**config.mk**
```make
export PLATFORM = sky130hd
export DESIGN_NAME = cpc_cell
export DESIGN_NICKNAME = d
export VERILOG_FILES = /design/src/sv/cpc_pkg.sv /design/src/sv/cpc_cell.sv
export SDC_FILE = /design/constraint.sdc
export NUM_CORES = 2
export LEC_CHECK = 0
export BUFFER_PORTS_ARGS = -buffer_cell sky130_fd_sc_hd__buf_2
export CORE_ASPECT_RATIO = 0.5
export CORE_UTILIZATION = 30
export CTS_BUF_LIST = sky130_fd_sc_hd__clkbuf_4
export CTS_CLUSTER_SIZE = 12
export DETAILED_ROUTE_END_ITERATION = 12
export HOLD_SLACK_MARGIN = 0.06
export SLEW_MARGIN = 20
export SYNTH_ARGS = -nofsm -noshare
export SYNTH_HDL_FRONTEND = slang
export SYNTH_SLANG_ARGS = --single-unit
```
**constraint.sdc**
```tcl
create_clock -name clk -period 12.2 [get_ports clk]
set_input_delay 3.66 -clock clk [delete_from_list [all_inputs] [get_ports clk]]
set_output_delay 3.66 -clock clk [all_outputs]
set_load 0.01 [all_outputs]
```
**src/sv/cpc_pkg.sv**
```systemverilog
// Shared constants, codes and types of the convex polygon point classifier.
package cpc_pkg;

	localparam int MAX_VERTICES = 64;
	localparam int VIDX_W       = $clog2(MAX_VERTICES);
	localparam int CNT_W        = VIDX_W + 1;
	localparam int VC_W         = 7;
	localparam int COORD_W      = 16;
	localparam int EPS_W        = 16;
	localparam int LOC_W        = 2;
	localparam int CFG_IDX_W    = 2;
	localparam int CFG_DATA_W   = 16;
	localparam int DIFF_W       = COORD_W + 1;
	localparam int PROD_W       = 2 * DIFF_W;
	localparam int CROSS_W      = PROD_W + 1;

	localparam logic REQ_LOAD  = 1'b0;
	localparam logic REQ_QUERY = 1'b1;

	localparam logic [LOC_W-1:0] LOC_INSIDE  = LOC_W'(0);
	localparam logic [LOC_W-1:0] LOC_OUTSIDE = LOC_W'(1);
	localparam logic [LOC_W-1:0] LOC_EDGE    = LOC_W'(2);

	localparam logic [CFG_IDX_W-1:0] CFG_VERTEX_COUNT = CFG_IDX_W'(0);
	localparam logic [CFG_IDX_W-1:0] CFG_EDGE_EPSILON = CFG_IDX_W'(1);

	localparam logic [VC_W-1:0]  VC_RST  = VC_W'(3);
	localparam logic [VC_W-1:0]  VC_MIN  = VC_W'(3);
	localparam logic [EPS_W-1:0] EPS_RST = EPS_W'(1);

	typedef struct packed {
		logic                      valid;
		logic                      req_type;
		logic [VIDX_W-1:0]         vidx;
		logic signed [COORD_W-1:0] x;
		logic signed [COORD_W-1:0] y;
		logic signed [COORD_W-1:0] v0x;
		logic signed [COORD_W-1:0] v0y;
		logic                      done;
		logic [LOC_W-1:0]          loc;
		logic [VIDX_W-1:0]         edge_idx;
	} tok_t;

	typedef struct packed {
		logic [CNT_W-1:0] n_eff;
		logic [EPS_W-1:0] eps;
	} cfg_t;

endpackage

```
**src/sv/cpc_cell.sv**
```systemverilog
// One edge cell: holds a vertex and its successor, tests one hull edge in two stages.
module cpc_cell (
	input  logic                        clk,
	input  logic                        arst_n,
	input  logic                        adv,
	input  cpc_pkg::cfg_t               cfg,
	input  logic [cpc_pkg::CNT_W-1:0]   idx,
	input  cpc_pkg::tok_t               tok_in,
	output cpc_pkg::tok_t               tok_out
);

	logic signed [cpc_pkg::COORD_W-1:0] vx_q, vy_q, nx_q, ny_q;
	logic signed [cpc_pkg::COORD_W-1:0] v0x, v0y, ex_end, ey_end;
	logic signed [cpc_pkg::DIFF_W-1:0]  dx, dy, ex, ey;
	logic signed [cpc_pkg::PROD_W-1:0]  p1_s1, p2_s1;
	logic signed [cpc_pkg::CROSS_W-1:0] xprod;
	logic [cpc_pkg::CROSS_W-1:0]        mag;
	logic                               is_load, wrap, act, act_s1;
	cpc_pkg::tok_t                      tok_a, tok_s1, tok_b, tok_s2;

	assign is_load = tok_in.valid && (tok_in.req_type == cpc_pkg::REQ_LOAD);

	always_ff @(posedge clk) begin
		if (adv && is_load) begin
			if (cpc_pkg::CNT_W'(tok_in.vidx) == idx) begin
				vx_q <= tok_in.x;
				vy_q <= tok_in.y;
			end
			if (cpc_pkg::CNT_W'(tok_in.vidx) == idx + cpc_pkg::CNT_W'(1)) begin
				nx_q <= tok_in.x;
				ny_q <= tok_in.y;
			end
		end
	end

	always_comb begin
		v0x    = (idx == '0) ? vx_q : tok_in.v0x;
		v0y    = (idx == '0) ? vy_q : tok_in.v0y;
		wrap   = (idx + cpc_pkg::CNT_W'(1)) == cfg.n_eff;
		act    = idx < cfg.n_eff;
		ex_end = wrap ? v0x : nx_q;
		ey_end = wrap ? v0y : ny_q;
		dx     = cpc_pkg::DIFF_W'(tok_in.x) - cpc_pkg::DIFF_W'(vx_q);
		dy     = cpc_pkg::DIFF_W'(tok_in.y) - cpc_pkg::DIFF_W'(vy_q);
		ex     = cpc_pkg::DIFF_W'(ex_end) - cpc_pkg::DIFF_W'(vx_q);
		ey     = cpc_pkg::DIFF_W'(ey_end) - cpc_pkg::DIFF_W'(vy_q);
		tok_a     = tok_in;
		tok_a.v0x = v0x;
		tok_a.v0y = v0y;
	end

	always_ff @(posedge clk) begin
		if (adv) begin
			p1_s1  <= cpc_pkg::PROD_W'(dx) * cpc_pkg::PROD_W'(ey);
			p2_s1  <= cpc_pkg::PROD_W'(dy) * cpc_pkg::PROD_W'(ex);
			act_s1 <= act;
		end
	end

	always_ff @(posedge clk or negedge arst_n) begin
		if (!arst_n) begin
			tok_s1 <= '0;
			tok_s2 <= '0;
		end else if (adv) begin
			tok_s1 <= tok_a;
			tok_s2 <= tok_b;
		end
	end

	always_comb begin
		xprod = cpc_pkg::CROSS_W'(p1_s1) - cpc_pkg::CROSS_W'(p2_s1);
		mag   = xprod[cpc_pkg::CROSS_W-1] ? cpc_pkg::CROSS_W'(-xprod)
		                                  : cpc_pkg::CROSS_W'(xprod);
		tok_b = tok_s1;
		if (tok_s1.valid && tok_s1.req_type == cpc_pkg::REQ_QUERY && !tok_s1.done && act_s1) begin
			if (mag < cpc_pkg::CROSS_W'(cfg.eps)) begin
				tok_b.done     = 1'b1;
				tok_b.loc      = cpc_pkg::LOC_EDGE;
				tok_b.edge_idx = idx[cpc_pkg::VIDX_W-1:0];
			end else if (xprod[cpc_pkg::CROSS_W-1]) begin
				tok_b.done     = 1'b1;
				tok_b.loc      = cpc_pkg::LOC_OUTSIDE;
				tok_b.edge_idx = idx[cpc_pkg::VIDX_W-1:0];
			end
		end
	end

	assign tok_out = tok_s2;

endmodule

```
==> results.json <==
{
  "outcome": "finished with violations",
  "violations": "negative setup slack",
  "fin_skew_ns": 0.08050,
  "fin_cells": 6575,
  "arrival_ns": 13.06,
  "worstMarginPinSlew_ns": 0.9876,
  "yosysWarnings": 0,
  "worstPathRequired_ns": 12.88,
  "gp_congestion": 0.9600,
  "clock-sinks": 295,
  "ios": 195,
  "dp_hpwl_mm": 107.9,
  "rows": 92,
  "grt_usage": 0.1950,
  "hp-class": "flop to flop",
  "drcViolationCount": 0,
  "async_flop_share": 0.5492,
  "setup_violations": 9,
  "clockBufferDepth": 3,
  "regArea_um2": 8048,
  "drt_wl_total_mm": 126.8,
  "cts_buffers": 77,
  "drive_above_1_share": 0.2493,
  "grt_pass1_wl_mm": 192.8,
  "worstHoldPathCells": 1,
  "viasPerCell": 4.762,
  "antenna_found_initial": 11,
  "yosysMostFrequentCell": "inv_1",
  "rsz0062_at_grt": "yes",
  "coreArea_um2": 126700,
  "h-tree-depth": 3,
  "multi_input_area_um2": 27770,
  "synth_cell_type_count": 91,
  "grt_pass1_vias": 32380,
  "path_class": "primary input to flop",
  "clkLatencyLatePin_ns": 0.96,
  "fin_nets": 5825,
  "endpoint_kind": "flop",
  "path_clk_slew_ns": 0.08,
  "synth_nets": 5069,
  "antenna_left": 0,
  "yosys_most_used_dff": "dfrtp_1",
  "min_to": "tok_out[65]",
  "totalNegativeSetupSlack_ns": -0.9830,
  "seq_area_frac_synth": 0.2087,
  "relSlewSlack": 0.3369,
  "finalCritPeriodShare": 1.014,
  "netlist_area_um2": 38550,
  "critPathMaxFanout": 5,
  "synth_edf_count": 133,
  "timing.fmax_mhz": 80.81,
  "die_height_um": 255.5,
  "r2r_end": "p1_s1[33]",
  "initial_utilization": 0.3042,
  "path_buf_inv": 11,
  "reg2reg_setup_slack_ns": 2.51,
  "post-place-cells": 6407,
  "start_kind": "primary input",
  "critPathTopFamily": "adder cells",
  "cts_tree": "built",
  "area_delta_synth_final_pct": 23.47,
  "globalRouteOverflowTotal": 0,
  "ys_ff_latch": 295,
  "num_vias": 31310,
  "wire_per_inst_um": 19.28,
  "synth.top_cell.area_share": 0.3105,
  "synth_area_leaders": "fa_1 (31%), dfrtp_1 (11%), edfxtp_1 (10%)",
  "dp_slack_ns": -1.448,
  "hold_viol": 0,
  "dieWidth_um": 509.0,
  "yosys.area.top_type": "fa_1",
  "cts-root-buf": "clkbuf_4",
  "syn_inst": 4065,
  "synth_commonest_cells": "inv_1 (789), fa_1 (598), nand2_1 (402), nor2_1 (400), ha_1 (292)",
  "dieArea_um2": 130000,
  "worst_slack_ns": -0.1749,
  "min-delay-start": "tok_b[65]",
  "critPathMaxStageDelay_ns": 0.51,
  "portBuffers": 194,
  "fin_crit_ns": 12.37,
  "slowest_stage": "fa_1",
  "r2r_start": "vx_q[1]",
  "drt_first_pass_iters": 5,
  "synth.avg_cell_area_um2": 9.484,
  "drt-initial-drc-count": 2345,
  "drv_slew": 0,
  "n_fill_cell": 12770,
  "rr_worst_depth": 39,
  "drv_cap": 0,
  "finalHoldWorstSlack_ns": 0.4941,
  "grt_max_degree": 118
}
## flip-flops by register name, summed over array words and instances (netlist names)
signal and cells:
p1_s1 34, tok_b 72, ny_q 16, tok_out 81
nx_q 16, p2_s1 34, vy_q 16, vx_q 16
tok_s1 9, act_s1 1
## cells in the final DEF (no fill, tap or decap), types with 9 or more instances in the layout
master	n
a21boi_0	20
a21o_1	35
a21oi_1	164
a21oi_2	26
a31oi_1	18
and2_1	53
and3_1	17
buf_12	11
buf_2	190
buf_4	580
clkbuf_4	109
clkinv_1	16
dfrtp_1	162
edfxtp_1	133
fa_1	593
ha_1	283
inv_1	781
mux2_2	122
mux2i_1	13
nand2_1	397
nand2b_1	31
nand3_1	36
nand4_1	9
nor2_1	388
nor2b_1	50
nor3_1	35
o211ai_1	12
o21a_1	21
o21ai_0	98
o21ai_1	16
o21ai_2	19
o21bai_1	11
o31ai_1	10
or2_2	27
or3_1	14
xnor2_1	115
xor2_1	42
## worst max-delay path by stage
stage                     startpoint  slack [ns]  cells past startpoint        end
after floorplan               idx[0]       -0.74                     45  p1_s1[30]
after global routing          idx[0]       -0.42                     50  p2_s1[33]
after CTS                     idx[0]      -0.006                     49  p2_s1[33]
final                         idx[0]       -0.17                     50  p1_s1[30]
after global placement        idx[0]       -1.49                     50  p2_s1[33]
after detailed placement      idx[0]       -1.45                     49  p2_s1[33]
## repair_timing
| action | in CTS | in global routing |
|---|---|---|
| pin swaps | 18 | 42 |
| hold buffers | 0 | 0 |
| resized for setup | 39 | 86 |
| setup endpoints to repair | 16 | 27 |
| setup buffers | 8 | 18 |
| gates cloned | 0 | 1 |
## cell type report
type | count | area share
Antenna cell | 6 | 0.0003154
Timing Repair Buffer | 796 | 0.1202
Clock inverter | 27 | 0.002891
Sequential cell | 295 | 0.1691
Clock buffer | 108 | 0.01703
Inverter | 790 | 0.06256
Multi-Input combinational cell | 2861 | 0.5835
Tap cell | 1692 | 0.04447
## stage by stage
step / util / cell area [um^2]
6_report: 0.3756 / 47600
5_1_grt: 0.3756 / 47600
4_1_cts: 0.3715 / 47080
3_5_place_dp: 0.3625 / 45950
3_3_place_gp: 0.3625 / 45950
2_1_floorplan: - / 38860
## kinds of logic after synthesis
kind of cell	synth area share
simple gates	0.1313
buf+inv	0.08869
flops	0.2087
mux	0.03966
xor+xnor	0.03680
compound gates	0.08954
fa+ha+maj	0.4053
## routing by layer
metal | global-route usage | wire (um) | share of wire | vias to the layer above
li1 | - | - | - | 14420
met1 | 0.2902 | 60410 | 0.48 | 15900
met2 | 0.3009 | 56600 | 0.45 | 879
met3 | 0.02882 | 8321 | 0.066 | 103
met4 | 0.03354 | 1431 | 0.011 | 4
met5 | 0 | 19 | 0.00015 | -
Power is not shown: default switching activity piles up to over one toggle a cycle in this logic, so the estimate is an artifact.
