$ cat config.mk
export PLATFORM = sky130hd
export DESIGN_NAME = cpc_cfg_flat
export DESIGN_NICKNAME = d
export VERILOG_FILES = /design/src/sv/cpc_pkg.sv /design/src/sv/cpc_if.sv /design/src/sv/cpc_cfg.sv /design/src/flat_wrapper.sv
export SDC_FILE = /design/constraint.sdc
export NUM_CORES = 1
export LEC_CHECK = 0
export BUFFER_PORTS_ARGS = -buffer_cell sky130_fd_sc_hd__buf_2
export CAP_MARGIN = 20
export CORE_ASPECT_RATIO = 0.75
export CORE_UTILIZATION = 25
export CTS_CLUSTER_SIZE = 28
export DETAILED_ROUTE_END_ITERATION = 8
export GPL_ROUTABILITY_DRIVEN = 0
export GPL_TIMING_DRIVEN = 0
export MAX_ROUTING_LAYER = met4
export PLACE_DENSITY_LB_ADDON = 0.25
export SKIP_CTS_REPAIR_TIMING = 1
export SLEW_MARGIN = 20
export SYNTH_ARGS = -nofsm -noshare
export SYNTH_HDL_FRONTEND = slang
export SYNTH_SLANG_ARGS = --single-unit
$ cat constraint.sdc
create_clock -name clk -period 2 [get_ports clk]
set_clock_uncertainty 0.2 [all_clocks]
set_input_delay 0.6 -clock clk [delete_from_list [all_inputs] [get_ports clk]]
set_output_delay 0.6 -clock clk [all_outputs]
set_load 0.1 [all_outputs]
$ cat src/sv/cpc_pkg.sv
// Shared constants, codes and types of the convex polygon point classifier.
package cpc_pkg;

	localparam int MAX_VERTICES = 64;
	localparam int VIDX_W       = $clog2(MAX_VERTICES);
	localparam int CNT_W        = VIDX_W + 1;
	localparam int VC_W         = 7;
	localparam int COORD_W      = 16;
	localparam int EPS_W        = 16;
	localparam int LOC_W        = 2;
	localparam int CFG_IDX_W    = 2;
	localparam int CFG_DATA_W   = 16;
	localparam int DIFF_W       = COORD_W + 1;
	localparam int PROD_W       = 2 * DIFF_W;
	localparam int CROSS_W      = PROD_W + 1;

	localparam logic REQ_LOAD  = 1'b0;
	localparam logic REQ_QUERY = 1'b1;

	localparam logic [LOC_W-1:0] LOC_INSIDE  = LOC_W'(0);
	localparam logic [LOC_W-1:0] LOC_OUTSIDE = LOC_W'(1);
	localparam logic [LOC_W-1:0] LOC_EDGE    = LOC_W'(2);

	localparam logic [CFG_IDX_W-1:0] CFG_VERTEX_COUNT = CFG_IDX_W'(0);
	localparam logic [CFG_IDX_W-1:0] CFG_EDGE_EPSILON = CFG_IDX_W'(1);

	localparam logic [VC_W-1:0]  VC_RST  = VC_W'(3);
	localparam logic [VC_W-1:0]  VC_MIN  = VC_W'(3);
	localparam logic [EPS_W-1:0] EPS_RST = EPS_W'(1);

	typedef struct packed {
		logic                      valid;
		logic                      req_type;
		logic [VIDX_W-1:0]         vidx;
		logic signed [COORD_W-1:0] x;
		logic signed [COORD_W-1:0] y;
		logic signed [COORD_W-1:0] v0x;
		logic signed [COORD_W-1:0] v0y;
		logic                      done;
		logic [LOC_W-1:0]          loc;
		logic [VIDX_W-1:0]         edge_idx;
	} tok_t;

	typedef struct packed {
		logic [CNT_W-1:0] n_eff;
		logic [EPS_W-1:0] eps;
	} cfg_t;

endpackage

$ cat src/sv/cpc_if.sv


interface cpc_cfg_if;
	logic                           valid;
	logic                           ready;
	logic [cpc_pkg::CFG_IDX_W-1:0]  index;
	logic [cpc_pkg::CFG_DATA_W-1:0] data;

	modport source (output valid, index, data, input ready);
	modport sink (input valid, index, data, output ready);
endinterface

$ cat src/sv/cpc_cfg.sv
// Configuration registers with vertex count clamping.
module cpc_cfg (
	input  logic          clk,
	input  logic          arst_n,
	cpc_cfg_if.sink       cfg,
	output cpc_pkg::cfg_t cfg_o
);

	logic [cpc_pkg::VC_W-1:0]  vc_q;
	logic [cpc_pkg::EPS_W-1:0] eps_q;

	assign cfg.ready = 1'b1;

	always_ff @(posedge clk or negedge arst_n) begin
		if (!arst_n) begin
			vc_q  <= cpc_pkg::VC_RST;
			eps_q <= cpc_pkg::EPS_RST;
		end else if (cfg.valid) begin
			unique case (cfg.index)
				cpc_pkg::CFG_VERTEX_COUNT: vc_q  <= cfg.data[cpc_pkg::VC_W-1:0];
				cpc_pkg::CFG_EDGE_EPSILON: eps_q <= cfg.data[cpc_pkg::EPS_W-1:0];
				default: ;
			endcase
		end
	end

	always_comb begin
		if (int'(vc_q) > cpc_pkg::MAX_VERTICES) begin
			cfg_o.n_eff = cpc_pkg::CNT_W'(cpc_pkg::MAX_VERTICES);
		end else if (vc_q < cpc_pkg::VC_MIN) begin
			cfg_o.n_eff = cpc_pkg::CNT_W'(cpc_pkg::VC_MIN);
		end else begin
			cfg_o.n_eff = cpc_pkg::CNT_W'(vc_q);
		end
		cfg_o.eps = eps_q;
	end

endmodule

$ cat src/flat_wrapper.sv
// flat-port wrapper written by rule: the top's interface ports become plain ports
module cpc_cfg_flat 
  (clk, arst_n, cfg_o, cfg_valid, cfg_index, cfg_data, cfg_ready);
  cpc_cfg_if cfg_i ();
  input  logic clk;
  input  logic arst_n;
  output cpc_pkg::cfg_t cfg_o;
  input wire logic [$bits(cfg_i.valid)-1:0] cfg_valid;
  input wire logic [$bits(cfg_i.index)-1:0] cfg_index;
  input wire logic [$bits(cfg_i.data)-1:0] cfg_data;
  output wire logic [$bits(cfg_i.ready)-1:0] cfg_ready;
  assign cfg_i.valid = cfg_valid;
  assign cfg_i.index = cfg_index;
  assign cfg_i.data = cfg_data;
  assign cfg_ready = cfg_i.ready;
  cpc_cfg u_core (.clk(clk), .arst_n(arst_n), .cfg(cfg_i), .cfg_o(cfg_o));
endmodule
==> flow_metrics.py <==
metrics = {
    "outcome": {
        "status": "complete, but fails checks",
        "violations": "setup timing",
    },
    "synthesis": {
        "post_synth_inst_count": 61,
        "yosys.cell_types.count": 14,
        "seq_area_frac_synth": 0.585,
        "async_reset_ff_frac": 1.00,
        "postSynthAreaPerCell_sq_um": 16.2,
        "yosys.area.top_type_share": 0.505,
        "synth.yosys.warnings": 0,
        "post-synth-top-area-cell": "sky130_fd_sc_hd__dfrtp_1",
        "netlist_top_cells_count": "20 x sky130_fd_sc_hd__dfrtp_1, 13 x sky130_fd_sc_hd__mux2_2, 10 x sky130_fd_sc_hd__mux2_4",
        "synth_seq_cells": 23,
        "ys_top_cells_by_area": "sky130_fd_sc_hd__dfrtp_1 51%, sky130_fd_sc_hd__mux2_4 15%, sky130_fd_sc_hd__mux2_2 15%",
        "synthesized_nets": 82,
        "synth_enable_flop_cells": 0,
        "ys.flop_type": "sky130_fd_sc_hd__dfrtp_1",
        "post-synth-top-count-cell": "sky130_fd_sc_hd__dfrtp_1",
        "mappedNetlistArea_sq_um": 991,
    },
    "die": {
        "core_region_area_sq_um": 3730,
        "num_io_pins": 45,
        "initial_core_util": 0.266,
        "num_rows": 19,
        "die_y_um": 56.5,
        "design.die.area_sq_um": 4220,
        "floorplan.die.width_um": 74.7,
    },
    "pwr": {
        "p_sw_frac": 0.510,
        "power.combinational.fraction": 0.539,
        "max-vdd-ir-drop_mv": 0.568,
        "cellPowerDensity_nw_per_um2": 1370,
        "power.total_mw": 1.96,
        "power_frac_clock": 0.144,
        "p_leak_nw": 0.711,
        "power.sequential.fraction": 0.317,
        "total_switching_power_mw": 0.999,
        "power_report.internal_total_mw": 0.961,
    },
    "final_layout": {
        "fin_area_sq_um": 1430,
        "final_cell_count_no_fill": 161,
        "fin_nets": 131,
        "antennaDiodeCount": 0,
        "fillCellCount": 376,
        "fraction_of_layout_instances_using_a_drive_strength_above_1": 0.798,
        "synthToLayoutAreaGrowth_pct": 44.7,
    },
    "place": {
        "placed_cells_incl_taps": 156,
        "dpl-instance-area_sq_um": 1320,
        "dp_hpwl_mm": 1.40,
        "port-buffer-count": 43,
    },
    "cts": {
        "cts_htree_levels": 1,
        "cts.sink_count": 23,
        "cts-root-to-sink-buffers": 2,
        "ctsRootBufferMaster": "sky130_fd_sc_hd__clkbuf_8",
        "clock_slew_at_the_register_clock_pins_of_the_worst_setup_and_hold_paths_ps": 80,
        "worst_skew_pair_latency_ps": 260,
        "clock_tree_from_tritoncts": "yes",
        "cts_made_buffers": 3,
    },
    "timing": {
        "post-route-period-util": 1.20,
        "max_slew_margin": 0.658,
        "post-route-worst-setup-slack_ps": -397,
        "slew_worst_pin_ps": 513,
        "setup-violations-final": 2,
        "hold_violations": 0,
        "whs_ps": 95.2,
        "grt_setup_unrepaired": "yes",
        "final.setup.tns_ps": -788,
        "period_needed_ps": 2400,
        "slew_viol_final": 0,
        "achievable-frequency_mhz": 417,
    },
    "global_route": {
        "pin_count_of_the_biggest_net_entering_global_routing": 24,
        "grt_antenna_before_repair": 0,
        "global_route_met2_usage": 0.162,
        "gr-usage-all-layers": 0.101,
        "global_route.usage.met3": 0.0431,
        "top_usage_layer": "met2",
        "first_global_vias": 657,
        "grt_use_met1": 0.120,
        "wire_length_of_the_first_global_routing_pass_mm": 2.98,
        "overflow": 0,
    },
    "worst_setup_path": {
        "worst-r2r-cell-count": 1,
        "critical_path_arrival_ps": 1600,
        "critPathSlowestCell": "sky130_fd_sc_hd__or4_4",
        "critical_path.reg2reg.endpoint": "u_core.vc_q[6]",
        "cp_max_fo": 3,
        "cp_num_buf_inv": 1,
        "reg2reg_slack_ps": 920,
        "kind_of_cell_adding_the_most_delay_to_the_critical_path": "simple AND/OR/NAND/NOR gates",
        "crit_type": "register to output port",
        "crit_required_ps": 1200,
        "rr_startpoint": "u_core.vc_q[6]",
        "end_kind": "output port",
        "cp-start-kind": "register",
        "worst_path_largest_cell_delay_ps": 580,
        "path_cells": "or4_4 -> a21oi_4 -> buf_12",
    },
    "detailed_routing": {
        "detail_route.drc_violations": 0,
        "initialDrtViolationCount": 5,
        "drtPass1Iterations": 3,
        "routed_wire_length_per_instance_um": 11.7,
        "viasPerCell": 4.01,
        "routed_wl_mm": 1.88,
        "vias": 645,
        "antenna_left": 0,
    },
    "flow_run": {
        "drv.max_cap_violation_count": 0,
    },
    "min_path": {
        "holdCritPathClass": "input pin to async pin",
    },
}
per-layer routing:
layer	vias up	wire length (um)	share of wire
li1	304	-	-
met1	306	876	0.47
met2	33	835	0.44
met3	2	155	0.082
met4	0	13	0.0069
met5	-	0	0
registers in the layout, indices dropped and copies added, names as in the netlist:
signal        count
u_core.vc_q       7
u_core.eps_q     16
area by class of cell:
cell class | instances | area, sq um | area share
clock buffers | 3 | 41.3 | 0.0288
multi-input cells | 33 | 428 | 0.298
plain buffers | 3 | 23.8 | 0.0166
flip-flops and latches | 23 | 581 | 0.405
inverters | 2 | 7.51 | 0.00524
well taps | 52 | 65.1 | 0.0454
clock inverters | 1 | 5.00 | 0.00349
repair buffers | 44 | 283 | 0.197
through the flow:
step                setup slack, ps  utilization
floorplan                      -315            -
global placement               -324        0.353
detailed placement             -326        0.353
CTS                            -630        0.366
global route                   -461        0.384
finish                         -397        0.384
cell usage in the layout (no fill, tap or decap):
cell                       synthesis  routed
sky130_fd_sc_hd__a21oi_4           0       2
sky130_fd_sc_hd__buf_12            0       2
sky130_fd_sc_hd__buf_2             0      35
sky130_fd_sc_hd__buf_4             1       3
sky130_fd_sc_hd__buf_6             1       5
sky130_fd_sc_hd__clkbuf_2          0       1
sky130_fd_sc_hd__clkbuf_4          0       1
sky130_fd_sc_hd__clkbuf_8          0       3
sky130_fd_sc_hd__clkinv_2          0       1
sky130_fd_sc_hd__conb_1            1       1
sky130_fd_sc_hd__dfrtp_1          20      19
sky130_fd_sc_hd__dfrtp_2           0       1
sky130_fd_sc_hd__dfstp_2           3       3
sky130_fd_sc_hd__inv_1             2       2
sky130_fd_sc_hd__mux2_2           13      13
sky130_fd_sc_hd__mux2_4           10      10
sky130_fd_sc_hd__nand3b_4          1       1
sky130_fd_sc_hd__nor2b_2           0       2
sky130_fd_sc_hd__nor2b_4           0       2
sky130_fd_sc_hd__nor3b_4           1       1
sky130_fd_sc_hd__or4_4             0       1
how the worst max path moves through the flow:
stage	to	slack, ps	startpoint	depth (start not counted)
finish	cfg_o[17]	-400	u_core.vc_q[3]	3
global placement	cfg_o[17]	-320	u_core.vc_q[3]	3
CTS	cfg_o[16]	-630	u_core.vc_q[3]	3
detailed placement	cfg_o[16]	-330	u_core.vc_q[3]	3
floorplan	cfg_o[16]	-320	u_core.vc_q[3]	2
global route	cfg_o[17]	-460	u_core.vc_q[3]	3
kinds of logic after synthesis:
logic type             after synthesis  synth area share
buffers and inverters                5            0.0303
AOI/OAI and AO/OA                    2            0.0101
other                                1           0.00378
DFF                                 23             0.585
and+or+nand+nor                      7            0.0720
muxes                               23             0.299
power groups by stage:
stage	Sequential, mW	Clock [mW]	Combinational (mW)
after floorplan	1.08	0	0.393
after global placement	0.629	0	0.986
after detailed placement	0.633	0	0.989
after CTS	0.626	0.299	0.990
after global routing	0.632	0.322	1.09
final	0.620	0.283	1.06
No activity file was read; power rests on OpenSTA's default activity.
